$ cat src/sv/rsw_pkg.sv
// ----------------------------------------------------------------------------
// rsw_pkg
// Types and constants shared by the rotation stall watchdog modules.
// ----------------------------------------------------------------------------
package rsw_pkg;

  localparam int unsigned HEAD_W   = 19;
  localparam int unsigned TIME_W   = 32;
  localparam int unsigned TOTAL_W  = 32;
  localparam int unsigned ROT_W    = 22;
  localparam int unsigned STALL_W  = 22;
  localparam int unsigned THR_W    = 10;
  localparam int unsigned CHG_W    = 21;
  localparam int unsigned CFG_W    = 22;
  localparam int unsigned CFG_IDX_W = 2;

  localparam logic signed [CHG_W-1:0] WRAP_LOW  = -21'sd307200;
  localparam logic signed [CHG_W-1:0] WRAP_HIGH = 21'sd307200;
  localparam logic signed [CHG_W-1:0] FULL_TURN = 21'sd368640;
  localparam logic [HEAD_W-1:0]       HALF_TURN = 19'd184320;

  localparam logic signed [TOTAL_W:0]   SUM_MAX   = 33'sd2147483647;
  localparam logic signed [TOTAL_W:0]   SUM_MIN   = -33'sd2147483647;
  localparam logic signed [TOTAL_W-1:0] TOTAL_MAX = 32'sd2147483647;
  localparam logic signed [TOTAL_W-1:0] TOTAL_MIN = -32'sd2147483647;

  localparam logic [ROT_W-1:0]   MAX_ROT_RST = 22'd737280;
  localparam logic [STALL_W-1:0] STALL_RST   = 22'd15000;
  localparam logic [THR_W-1:0]   THR_RST     = 10'd15;

  localparam logic [CFG_IDX_W-1:0] REG_MAX_ROTATION    = 2'd0;
  localparam logic [CFG_IDX_W-1:0] REG_STALL_LIMIT     = 2'd1;
  localparam logic [CFG_IDX_W-1:0] REG_STILL_THRESHOLD = 2'd2;

  typedef enum logic {
    OP_RESET = 1'b0,
    OP_CHECK = 1'b1
  } op_e;

  typedef enum logic [1:0] {
    CAUSE_NONE     = 2'd0,
    CAUSE_ROTATION = 2'd1,
    CAUSE_STALL    = 2'd2
  } cause_e;

  typedef struct packed {
    logic              operation;
    logic [HEAD_W-1:0] heading;
    logic [TIME_W-1:0] timestamp_ms;
  } item_t;

  typedef struct packed {
    logic                      abort;
    cause_e                    cause;
    logic signed [TOTAL_W-1:0] rotation_total;
    logic [STALL_W-1:0]        stall_remaining;
  } result_t;

  typedef struct packed {
    logic signed [TOTAL_W-1:0] total_rotation;
    logic [HEAD_W-1:0]         last_heading;
    logic [STALL_W-1:0]        stall_countdown;
    logic [TIME_W-1:0]         last_time;
  } state_t;

  typedef struct packed {
    logic [ROT_W-1:0]   max_rotation;
    logic [STALL_W-1:0] stall_limit_ms;
    logic [THR_W-1:0]   still_threshold;
  } cfg_t;

endpackage

$ cat src/sv/rsw_in_if.sv
// ----------------------------------------------------------------------------
// rsw_in_if
// Input item channel: valid, ready and one heading sample.
// ----------------------------------------------------------------------------
interface rsw_in_if;
  logic        valid;
  logic        ready;
  logic        operation;
  logic [18:0] heading;
  logic [31:0] timestamp_ms;

  modport source (output valid, output operation, output heading, output timestamp_ms,
                  input ready);
  modport sink   (input valid, input operation, input heading, input timestamp_ms,
                  output ready);
endinterface

$ cat src/sv/rsw_out_if.sv
// ----------------------------------------------------------------------------
// rsw_out_if
// Result item channel: valid, ready and one watchdog verdict.
// ----------------------------------------------------------------------------
interface rsw_out_if;
  logic               valid;
  logic               ready;
  logic               abort;
  logic [1:0]         cause;
  logic signed [31:0] rotation_total;
  logic [21:0]        stall_remaining;

  modport source (output valid, output abort, output cause, output rotation_total,
                  output stall_remaining, input ready);
  modport sink   (input valid, input abort, input cause, input rotation_total,
                  input stall_remaining, output ready);
endinterface

$ cat src/sv/rsw_update.sv
// ----------------------------------------------------------------------------
// rsw_update
// Next state and result for one item: heading unwrap, saturating total,
// over rotation check and stall countdown.
// ----------------------------------------------------------------------------
module rsw_update
  import rsw_pkg::*;
(
  input  item_t   item_i,
  input  state_t  state_i,
  input  cfg_t    cfg_i,
  output state_t  state_o,
  output result_t result_o
);

  logic signed [CHG_W-1:0]   diff;
  logic signed [CHG_W-1:0]   change;
  logic [CHG_W-1:0]          chg_mag;
  logic signed [TOTAL_W:0]   sum_wide;
  logic signed [TOTAL_W-1:0] sum_sat;
  logic [TOTAL_W-1:0]        sum_mag;
  logic                      over_rot;
  logic                      still;
  logic [TIME_W-1:0]         elapsed;
  logic [STALL_W-1:0]        cd_next;

  always_comb begin
    diff = signed'({2'b00, item_i.heading}) - signed'({2'b00, state_i.last_heading});
    if (diff < WRAP_LOW) begin
      change = diff + FULL_TURN;
    end else if (diff > WRAP_HIGH) begin
      change = diff - FULL_TURN;
    end else begin
      change = diff;
    end
    chg_mag = change[CHG_W-1] ? CHG_W'(-change) : CHG_W'(change);
  end

  always_comb begin
    sum_wide = {state_i.total_rotation[TOTAL_W-1], state_i.total_rotation}
             + {{(TOTAL_W+1-CHG_W){change[CHG_W-1]}}, change};
    if (sum_wide > SUM_MAX) begin
      sum_sat = TOTAL_MAX;
    end else if (sum_wide < SUM_MIN) begin
      sum_sat = TOTAL_MIN;
    end else begin
      sum_sat = sum_wide[TOTAL_W-1:0];
    end
    sum_mag  = sum_sat[TOTAL_W-1] ? TOTAL_W'(-sum_sat) : TOTAL_W'(sum_sat);
    over_rot = sum_mag > {{(TOTAL_W-ROT_W){1'b0}}, cfg_i.max_rotation};
    still    = chg_mag <= {{(CHG_W-THR_W){1'b0}}, cfg_i.still_threshold};
  end

  always_comb begin
    elapsed = item_i.timestamp_ms - state_i.last_time;
    if (elapsed >= {{(TIME_W-STALL_W){1'b0}}, state_i.stall_countdown}) begin
      cd_next = '0;
    end else begin
      cd_next = state_i.stall_countdown - elapsed[STALL_W-1:0];
    end
  end

  always_comb begin
    state_o           = state_i;
    result_o.abort    = 1'b0;
    result_o.cause    = CAUSE_NONE;
    if (item_i.operation == OP_RESET) begin
      state_o.total_rotation  = '0;
      state_o.stall_countdown = cfg_i.stall_limit_ms;
      state_o.last_heading    = item_i.heading;
      state_o.last_time       = item_i.timestamp_ms;
    end else begin
      state_o.total_rotation = sum_sat;
      state_o.last_heading   = item_i.heading;
      if (over_rot) begin
        result_o.abort = 1'b1;
        result_o.cause = CAUSE_ROTATION;
      end else if (still) begin
        state_o.stall_countdown = cd_next;
        if (cd_next == '0) begin
          result_o.abort = 1'b1;
          result_o.cause = CAUSE_STALL;
        end else begin
          state_o.last_time = item_i.timestamp_ms;
        end
      end else begin
        state_o.stall_countdown = cfg_i.stall_limit_ms;
        state_o.last_time       = item_i.timestamp_ms;
      end
    end
    result_o.rotation_total  = state_o.total_rotation;
    result_o.stall_remaining = state_o.stall_countdown;
  end

endmodule

$ cat src/sv/rotation_stall_watchdog_core.sv
// ----------------------------------------------------------------------------
// rotation_stall_watchdog_core
// Heading rotation and stall watchdog with a register stage at each side.
// ----------------------------------------------------------------------------
// path: an accepted item is held in the input register, then the result register is
//   loaded together with the watchdog state once the result channel has room
// throughput: one item per cycle while the result channel is not stalled by result_o.ready
// reset: rst_ni clears the registers to their defaults, total rotation to zero,
//   last heading to 180 degrees, countdown to 15000 ms and last time to zero
module rotation_stall_watchdog_core
  import rsw_pkg::*;
(
  input  logic                 clk_i,
  input  logic                 rst_ni,
  input  logic                 cfg_we_i,
  input  logic [CFG_IDX_W-1:0] cfg_idx_i,
  input  logic [CFG_W-1:0]     cfg_data_i,
  rsw_in_if.sink               item_i,
  rsw_out_if.source            result_o
);

  cfg_t    cfg_q;
  state_t  state_q, state_d;
  item_t   item_q;
  logic    in_valid_q;
  result_t res_q, res_d;
  logic    out_valid_q;
  logic    adv;

  // configuration registers
  always_ff @(posedge clk_i or negedge rst_ni) begin
    if (!rst_ni) begin
      cfg_q.max_rotation    <= MAX_ROT_RST;
      cfg_q.stall_limit_ms  <= STALL_RST;
      cfg_q.still_threshold <= THR_RST;
    end else if (cfg_we_i) begin
      unique case (cfg_idx_i)
        REG_MAX_ROTATION:    cfg_q.max_rotation    <= cfg_data_i[ROT_W-1:0];
        REG_STALL_LIMIT:     cfg_q.stall_limit_ms  <= cfg_data_i[STALL_W-1:0];
        REG_STILL_THRESHOLD: cfg_q.still_threshold <= cfg_data_i[THR_W-1:0];
        default: ;
      endcase
    end
  end

  assign adv          = in_valid_q && (!out_valid_q || result_o.ready);
  assign item_i.ready = !in_valid_q || adv;

  // input register
  always_ff @(posedge clk_i or negedge rst_ni) begin
    if (!rst_ni) begin
      in_valid_q <= 1'b0;
    end else if (item_i.ready) begin
      in_valid_q <= item_i.valid;
    end
  end

  always_ff @(posedge clk_i) begin
    if (item_i.valid && item_i.ready) begin
      item_q.operation    <= item_i.operation;
      item_q.heading      <= item_i.heading;
      item_q.timestamp_ms <= item_i.timestamp_ms;
    end
  end

  rsw_update u_update (
    .item_i   (item_q),
    .state_i  (state_q),
    .cfg_i    (cfg_q),
    .state_o  (state_d),
    .result_o (res_d)
  );

  // watchdog state
  always_ff @(posedge clk_i or negedge rst_ni) begin
    if (!rst_ni) begin
      state_q.total_rotation  <= '0;
      state_q.last_heading    <= HALF_TURN;
      state_q.stall_countdown <= STALL_RST;
      state_q.last_time       <= '0;
    end else if (adv) begin
      state_q <= state_d;
    end
  end

  // result register
  always_ff @(posedge clk_i or negedge rst_ni) begin
    if (!rst_ni) begin
      out_valid_q <= 1'b0;
    end else if (adv) begin
      out_valid_q <= 1'b1;
    end else if (result_o.ready) begin
      out_valid_q <= 1'b0;
    end
  end

  always_ff @(posedge clk_i) begin
    if (adv) begin
      res_q <= res_d;
    end
  end

  assign result_o.valid           = out_valid_q;
  assign result_o.abort           = res_q.abort;
  assign result_o.cause           = res_q.cause;
  assign result_o.rotation_total  = res_q.rotation_total;
  assign result_o.stall_remaining = res_q.stall_remaining;

  a_abort_cause : assert property (@(posedge clk_i) disable iff (!rst_ni)
    out_valid_q |-> (res_q.abort == (res_q.cause != CAUSE_NONE)))
    else $error("abort flag and cause disagree");

  a_stall_zero : assert property (@(posedge clk_i) disable iff (!rst_ni)
    (out_valid_q && res_q.cause == CAUSE_STALL) |-> (res_q.stall_remaining == '0))
    else $error("stall abort with countdown left");

  a_reset_item : assert property (@(posedge clk_i) disable iff (!rst_ni)
    (adv && item_q.operation == OP_RESET) |=>
      (state_q.total_rotation == '0 && res_q.abort == 1'b0))
    else $error("reset item did not clear rotation");

  a_total_sat : assert property (@(posedge clk_i) disable iff (!rst_ni)
    state_q.total_rotation != {1'b1, {(TOTAL_W-1){1'b0}}})
    else $error("total rotation left the saturation range");

  a_hold_state : assert property (@(posedge clk_i) disable iff (!rst_ni)
    !adv |=> $stable(state_q))
    else $error("state changed without an item");

endmodule

$ cat src/flat_wrapper.sv
// flat-port wrapper written by rule: the top's interface ports become plain ports
module rotation_stall_watchdog_core_flat import rsw_pkg::*;
  (clk_i, rst_ni, cfg_we_i, cfg_idx_i, cfg_data_i, item_i_valid, item_i_operation, item_i_heading, item_i_timestamp_ms, item_i_ready, result_o_valid, result_o_abort, result_o_cause, result_o_rotation_total, result_o_stall_remaining, result_o_ready);
  rsw_in_if item_i_i ();
  rsw_out_if result_o_i ();
  input  logic clk_i;
  input  logic rst_ni;
  input  logic cfg_we_i;
  input  logic [CFG_IDX_W-1:0] cfg_idx_i;
  input  logic [CFG_W-1:0] cfg_data_i;
  input wire logic [$bits(item_i_i.valid)-1:0] item_i_valid;
  input wire logic [$bits(item_i_i.operation)-1:0] item_i_operation;
  input wire logic [$bits(item_i_i.heading)-1:0] item_i_heading;
  input wire logic [$bits(item_i_i.timestamp_ms)-1:0] item_i_timestamp_ms;
  output wire logic [$bits(item_i_i.ready)-1:0] item_i_ready;
  output wire logic [$bits(result_o_i.valid)-1:0] result_o_valid;
  output wire logic [$bits(result_o_i.abort)-1:0] result_o_abort;
  output wire logic [$bits(result_o_i.cause)-1:0] result_o_cause;
  output wire logic [$bits(result_o_i.rotation_total)-1:0] result_o_rotation_total;
  output wire logic [$bits(result_o_i.stall_remaining)-1:0] result_o_stall_remaining;
  input wire logic [$bits(result_o_i.ready)-1:0] result_o_ready;
  assign item_i_i.valid = item_i_valid;
  assign item_i_i.operation = item_i_operation;
  assign item_i_i.heading = item_i_heading;
  assign item_i_i.timestamp_ms = item_i_timestamp_ms;
  assign item_i_ready = item_i_i.ready;
  assign result_o_valid = result_o_i.valid;
  assign result_o_abort = result_o_i.abort;
  assign result_o_cause = result_o_i.cause;
  assign result_o_rotation_total = result_o_i.rotation_total;
  assign result_o_stall_remaining = result_o_i.stall_remaining;
  assign result_o_i.ready = result_o_ready;
  rotation_stall_watchdog_core u_core (.clk_i(clk_i), .rst_ni(rst_ni), .cfg_we_i(cfg_we_i), .cfg_idx_i(cfg_idx_i), .cfg_data_i(cfg_data_i), .item_i(item_i_i), .result_o(result_o_i));
endmodule
$ cat config.mk
export PLATFORM = sky130hd
export DESIGN_NAME = rotation_stall_watchdog_core_flat
export DESIGN_NICKNAME = d
export VERILOG_FILES = /design/src/sv/rsw_pkg.sv /design/src/sv/rsw_in_if.sv /design/src/sv/rsw_out_if.sv /design/src/sv/rsw_update.sv /design/src/sv/rotation_stall_watchdog_core.sv /design/src/flat_wrapper.sv
export SDC_FILE = /design/constraint.sdc
export NUM_CORES = 1
export LEC_CHECK = 0
export BUFFER_PORTS_ARGS = -buffer_cell sky130_fd_sc_hd__buf_4
export CAP_MARGIN = 0
export CELL_PAD_IN_SITES_DETAIL_PLACEMENT = 1
export CELL_PAD_IN_SITES_GLOBAL_PLACEMENT = 2
export CORE_UTILIZATION = 35
export DETAILED_ROUTE_END_ITERATION = 10
export PLACE_DENSITY_LB_ADDON = 0.2
export SLEW_MARGIN = 20
export SYNTH_ARGS = -nofsm -noshare
export SYNTH_HDL_FRONTEND = slang
export SYNTH_SLANG_ARGS = --single-unit
$ cat constraint.sdc
create_clock -name clk_i -period 15.9 [get_ports clk_i]
set_input_delay 3.975 -clock clk_i [delete_from_list [all_inputs] [get_ports clk_i]]
set_output_delay 3.975 -clock clk_i [all_outputs]
set_load 0.01 [all_outputs]
Yosys cells after proc, flatten, opt, wreduce, memory -nomap -nowiden
Cells that the tools add are included.

storage, ports and cells
  register bits = 270
  bits of input ports = 81
  output and inout bits = 59
  logic and storage cells = 68

operators by class
  add/sub/neg operators = 8
  magnitude comparators = 7
  equality and inequality tests = 4
  mux-type cells = 16
  bitwise logic cells = 2
  reductions and logical operators = 14

operators with widths
  operator                number
  $mux 32                 4
  $mux 54                 2
  $mux 105                1
  $mux 21                 3
  $add 32x21->33          1
  $gt 33x32->1 const B    1
  $lt 33x32->1 const B    1
  $ge 32x22->1            1
  $gt 32x22->1            1
  $neg 32->32             1
  $sub 32x32->32          1
  $logic_not 22->1        1
  $mux 22                 1
  $sub 22x22->22          1
  $add 21x20->21 const B  1
  $gt 21x20->1 const B    1
  $le 21x10->1            1
  $lt 21x20->1 const B    1
  $neg 21->21             1
  $sub 21x20->21 const B  1
  $sub 19x19->20          1
  $mux 3                  3
  $reduce_and 2->1        3
  $ne 3x3->1 const B      1
  other kinds (12)        17

Longest topological paths before layout
  depth after elaboration = 13
  depth in mapped cells = 52
  gate-level depth less buffers = 48

Hierarchy
From an unflattened synthesis, not the netlist that was laid out.

unflattened totals
  cells, all modules = 2277
  area total of the unflattened synthesis = 22044.9 um^2

by module, submodules not included
  module                        instances  cells an instance  area each (um^2)  sequential area each (um^2)
  rsw_update                    1          1822               12572.1           0.0
  rotation_stall_watchdog_core  1          455                9472.8            7334.5

Worst setup path after synthesis
No wires, ideal clock.

  path kind = reg2reg
  start point = reg u_core.item_q[38] (netlist name)
  end point = reg u_core.res_q (netlist bit u_core.result_o.stall_remaining[10]) (data pin)
  library setup time = 261 ps
  data arrival time = 10715 ps
  data required time = 15639 ps
  slack = 4924 ps
  cell stages (with the launch flop) = 48
  buffers on the path = 4
  clock period less this slack = 10976 ps
  cell sequence = edfxtp_1 > ha_1 > a2111oi_0 > nand3_1 > a21oi_1 > xnor2_1 > clkinv_1 > ha_1 > o211ai_1 > a31oi_1 > o41a_1 > a21oi_1 > clkinv_1 > clkbuf_1 > ha_1 > clkbuf_1 > nand2_1 > nor2_1 > (+12 left out) > nor2_1 > o21ai_0 > nand3_1 > o21ai_0 > a21oi_1 > ha_1 > nor2b_1 > o21ai_0 > o211ai_1 > o221ai_1 > nand4_1 > a2111oi_0 > nor3b_2 > a21o_1 > inv_2 > buf_2 > buf_2 > a221o_1

RTL lines
  what                  line                                text
  start, declared       rotation_stall_watchdog_core.sv:24  item_t item_q;
  end signal, assigned  rotation_stall_watchdog_core.sv:99  res_q <= res_d;
  end, declared         rotation_stall_watchdog_core.sv:26  result_t res_q, res_d;

Worst setup path after layout
  start point = reg u_core.item_q[33] (netlist name)
  end point = reg u_core.state_q[8] (netlist name)

on the way
  word-level cells in the longest chain between the ends = 13
  elaborated cells on any way between the ends = 24
  those cells by class = add/sub (6); order compare (6); eq/ne (2); mux (9); reduce/logical (1)

ends and longest elaborated chain
  what                                                   line                                text
  $sub 19x19->20 *                                       rsw_update.sv:28                    diff = signed'({2'b00, item_i.heading}) - signed'({2'b00, state_i.last_heading});
  $sub 21x20->21 / $gt 21x20->1 (equally long branches)  rsw_update.sv:32, rsw_update.sv:31
  $mux 21                                                rsw_update.sv:31                    end else if (diff > WRAP_HIGH) begin
  $mux 21 *                                              rsw_update.sv:29                    if (diff < WRAP_LOW) begin
  $add 32x21->33                                         rsw_update.sv:41                    + {{(TOTAL_W+1-CHG_W){change[CHG_W-1]}}, change};
  $lt 33x32->1                                           rsw_update.sv:44                    end else if (sum_wide < SUM_MIN) begin
  $mux 32                                                rsw_update.sv:44
  $mux 32                                                rsw_update.sv:42                    if (sum_wide > SUM_MAX) begin
  $neg 32->32                                            rsw_update.sv:49                    sum_mag = sum_sat[TOTAL_W-1] ? TOTAL_W'(-sum_sat) : TOTAL_W'(sum_sat);
  $mux 32                                                rsw_update.sv:49
  $gt 32x22->1                                           rsw_update.sv:50                    over_rot = sum_mag > {{(TOTAL_W-ROT_W){1'b0}}, cfg_i.max_rotation};
  $ne 2x2->1 (no source line)                            -
  $reduce_and 3->1 (no source line)                      -
  end signal, assigned                                   rotation_stall_watchdog_core.sv:82  state_q <= state_d;
  end, declared                                          rotation_stall_watchdog_core.sv:23  state_t state_q, state_d;

Every way passes the cells marked *; elsewhere a longest branch is shown, timed or not. The select of a mux whose other input is x is not followed.
A chain may end at the register's enable or synchronous reset.

==> impl_metrics.yaml <==
place:
  dp_hpwl_um: 50300
  port_buffers: 139
  gp_congestion: 0.900
  place_ws_ns: 1.73
  place_area_um2: 22300
synth:
  synth.avg_cell_area_um2: 9.11
  async_reset_ff_frac: 0.596
  synthCells: 2245
  ys_types: 105
  netlist_area_um2: 20500
  yosysTopAreaCell: "dfrtp_1"
  yosys.area_share.simple: 0.171
  synth-edff-count: 109
  synth_ff_type: "dfrtp_1"
  synth_nets: 2494
  synth_fa_ha_area_frac: 0.105
  ys_seq_elements: 270
  synth_top_area_share: 0.165
  synth_compound_area_frac: 0.216
  ys_seq_area_frac: 0.359
  yosys.area_share.xor_xnor: 0.0364
  synth_area_leaders: "dfrtp_1 17%, edfxtp_1 16%, ha_1 10%"
  synth_mux_area_frac: 0.0617
  yosysWarnings: 0
  synth_top_family_by_area: "compound AO/OA/AOI/OAI gates"
timing:
  period_minus_slack_ns: 14.33
  tightest_slew_ns: 0.937
  grt_setup_unrepaired: "false"
  finalSetupViolCount: 0
  tns_ns: 0
  fin_worst_skew_ns: 0.0259
  fin_ws_ns: 1.57
  timing.final.crit_share: 0.901
  slew_viol_final: 0
  hold_viol: 0
  slew_headroom: 0.370
  timing.fmax_mhz: 69.8
clock_tree:
  cts_tree: "yes"
  path_clk_slew_ns: 0.06
  cts_hold_buf: 0
  clock-root-buffer: "clkbuf_16"
  insertion_delay_ns: 0.57
  cts.sinks: 270
  cts_resized: 0
  post_cts_buffers: 0
  cts.path.max_buffers: 3
  cts_made_buffers: 35
  cts-htree-levels: 2
die:
  die_area_um2: 59400
  num_rows: 88
  start_util: 0.355
  die_h_um: 244
  io_pins: 140
  core-area_um2: 57700
  die_x_um: 244
cells_and_area:
  fin_area_um2: 23500
  finish.net_count: 2613
  drive_gt1_frac: 0.163
  fin_util: 0.407
  insertedDiodeCount: 0
  area.growth.synth_to_final_pct: 14.8
critical_path:
  endpoint_kind: "register"
  worst_setup_path_start_kind: "register"
  critPathRequiredTime_ns: 16.34
  slowest_stage: "a211oi_1"
  cp_slowest_stage_delay_ns: 0.69
  reg2regPathDepth: 47
  cp.arrival_ns: 14.77
  r2r_start: "u_core.item_q[33]"
  critPathMaxFanout: 49
  setup.worst_path.class: "reg -> reg"
  worst_r2r_endpoint: "u_core.state_q[8]"
  r2r_slack_ns: 1.57
drt:
  viasPerCell: 5.58
  ant_nets: 0
  wl_um: 66000
  first_pass_iters: 5
  vias: 17600
  drc: 0
  drtIter0Drc: 892
  routedWlPerCell_um: 20.9
hold_path:
  hold_depth: 2
  hp-start: "u_core.state_q[54]"
  hold_end: "u_core.state_q[54]"
  hold_path.class: "reg -> reg"
grt:
  grt_pass1_wl_um: 106000
  antenna_found_initial: 0
  grt_pass1_vias: 18400
  gr-total-overflow: 0
  grtUsageTotal: 0.224
  grt_max_degree: 92
flow_run:
  drv_cap: 0
status:
  run_status: "complete, no violations"
-- how the worst max path moves through the flow --
stage,startpoint,to,slack (ns),cells after the start
2_1_floorplan,u_core.item_q[38],u_core.result_o.stall_remaining[10],4.92,47
3_3_place_gp,u_core.item_q[38],u_core.state_q[2],2.26,46
3_5_place_dp,u_core.item_q[33],u_core.state_q[5],1.73,47
4_1_cts,u_core.item_q[33],u_core.state_q[20],1.66,47
5_1_grt,u_core.item_q[38],u_core.state_q[20],0.32,46
6_report,u_core.item_q[33],u_core.state_q[8],1.57,47
-- Yosys cell counts, drive strengths merged (26+ instances only) --
master  number
a21o        57
and3        26
mux2        94
a211oi      43
nand2      193
o211ai      29
nand3       41
o21ai      146
inv        181
edfxtp     109
dfstp       26
nand2b      28
xnor2       61
clkbuf      61
nand4       32
dfrtp      135
and2        30
nor3        48
a21oi      179
o21a        26
nor2       143
nor4        33
ha         164
-- area by class of cell --
| class | count | area [um^2] |
|---|---|---|
| Timing Repair Buffer | 166 | 1250 |
| Sequential cell | 270 | 7330 |
| Tap cell | 765 | 957 |
| Clock buffer | 47 | 982 |
| Fill cell | 6663 | 34200 |
| Clock inverter | 17 | 176 |
| Inverter | 183 | 692 |
| Multi-Input combinational cell | 1708 | 12100 |
-- per-layer routing --
metal  global-route usage  up-vias  routed length, um
met1                0.292     8774              30000
met3               0.0269       90               1930
met2                0.386      248              32300
li1                     -     8496                  -
met5                    0        -                  0
met4               0.0673        0               1720
-- critical path: cells and delay by family, from the launching register on --
family / cells / cell delay, ns
XOR/XNOR: 1 / 0.37
AND/OR/NAND/NOR: 14 / 3.63
adder cells (fa/ha/maj): 5 / 1.66
AO/OA/AOI/OAI: 19 / 5.72
buffers and inverters: 7 / 1.95
flip-flops: 1 / 0.44
multiplexers: 1 / 0.39
-- layout by cell type (no fill, tap or decap), types with 27 or more instances in the layout --
cell type	count
and2_1	28
mux2_4	30
nand4_1	32
ha_1	164
o21ai_0	145
nand2b_1	27
clkbuf_16	36
a21oi_1	178
nand3_1	41
nand2_1	192
nor4_1	30
xnor2_1	61
a211oi_1	42
nor2_1	143
o211ai_1	29
dfrtp_1	135
buf_4	164
inv_1	179
mux2_2	64
nor3_1	44
a21o_1	57
edfxtp_1	109
-- registers in the layout (all words and copies together) (netlist names) --
| signal | flops |
|---|---|
| u_core.state_q | 105 |
| u_core.cfg_q | 54 |
| u_core.item_q | 52 |
| u_core.result_o.rotation_total | 32 |
| u_core.result_o.stall_remaining | 22 |
| u_core.result_o.cause | 2 |
| u_core.in_valid_q | 1 |
| u_core.result_o.abort | 1 |
| u_core.result_o.valid | 1 |
-- through the flow --
stage | instances | hold slack [ns]
6_report | 3156 | 0.490
5_1_grt | 3156 | 0.526
4_1_cts | 3156 | 0.499
3_5_place_dp | 3092 | 0.487
3_3_place_gp | 3092 | 0.472
2_1_floorplan | 2245 | 0.452
-- cells by family after synthesis --
group           Yosys count
simple gates            684
flops                   270
xor+xnor                 85
buf+inv                 267
fa+ha+maj               170
mux                     103
compound gates          666
Power is not shown: default switching activity piles up to over one toggle a cycle in this logic, so the estimate is an artifact.
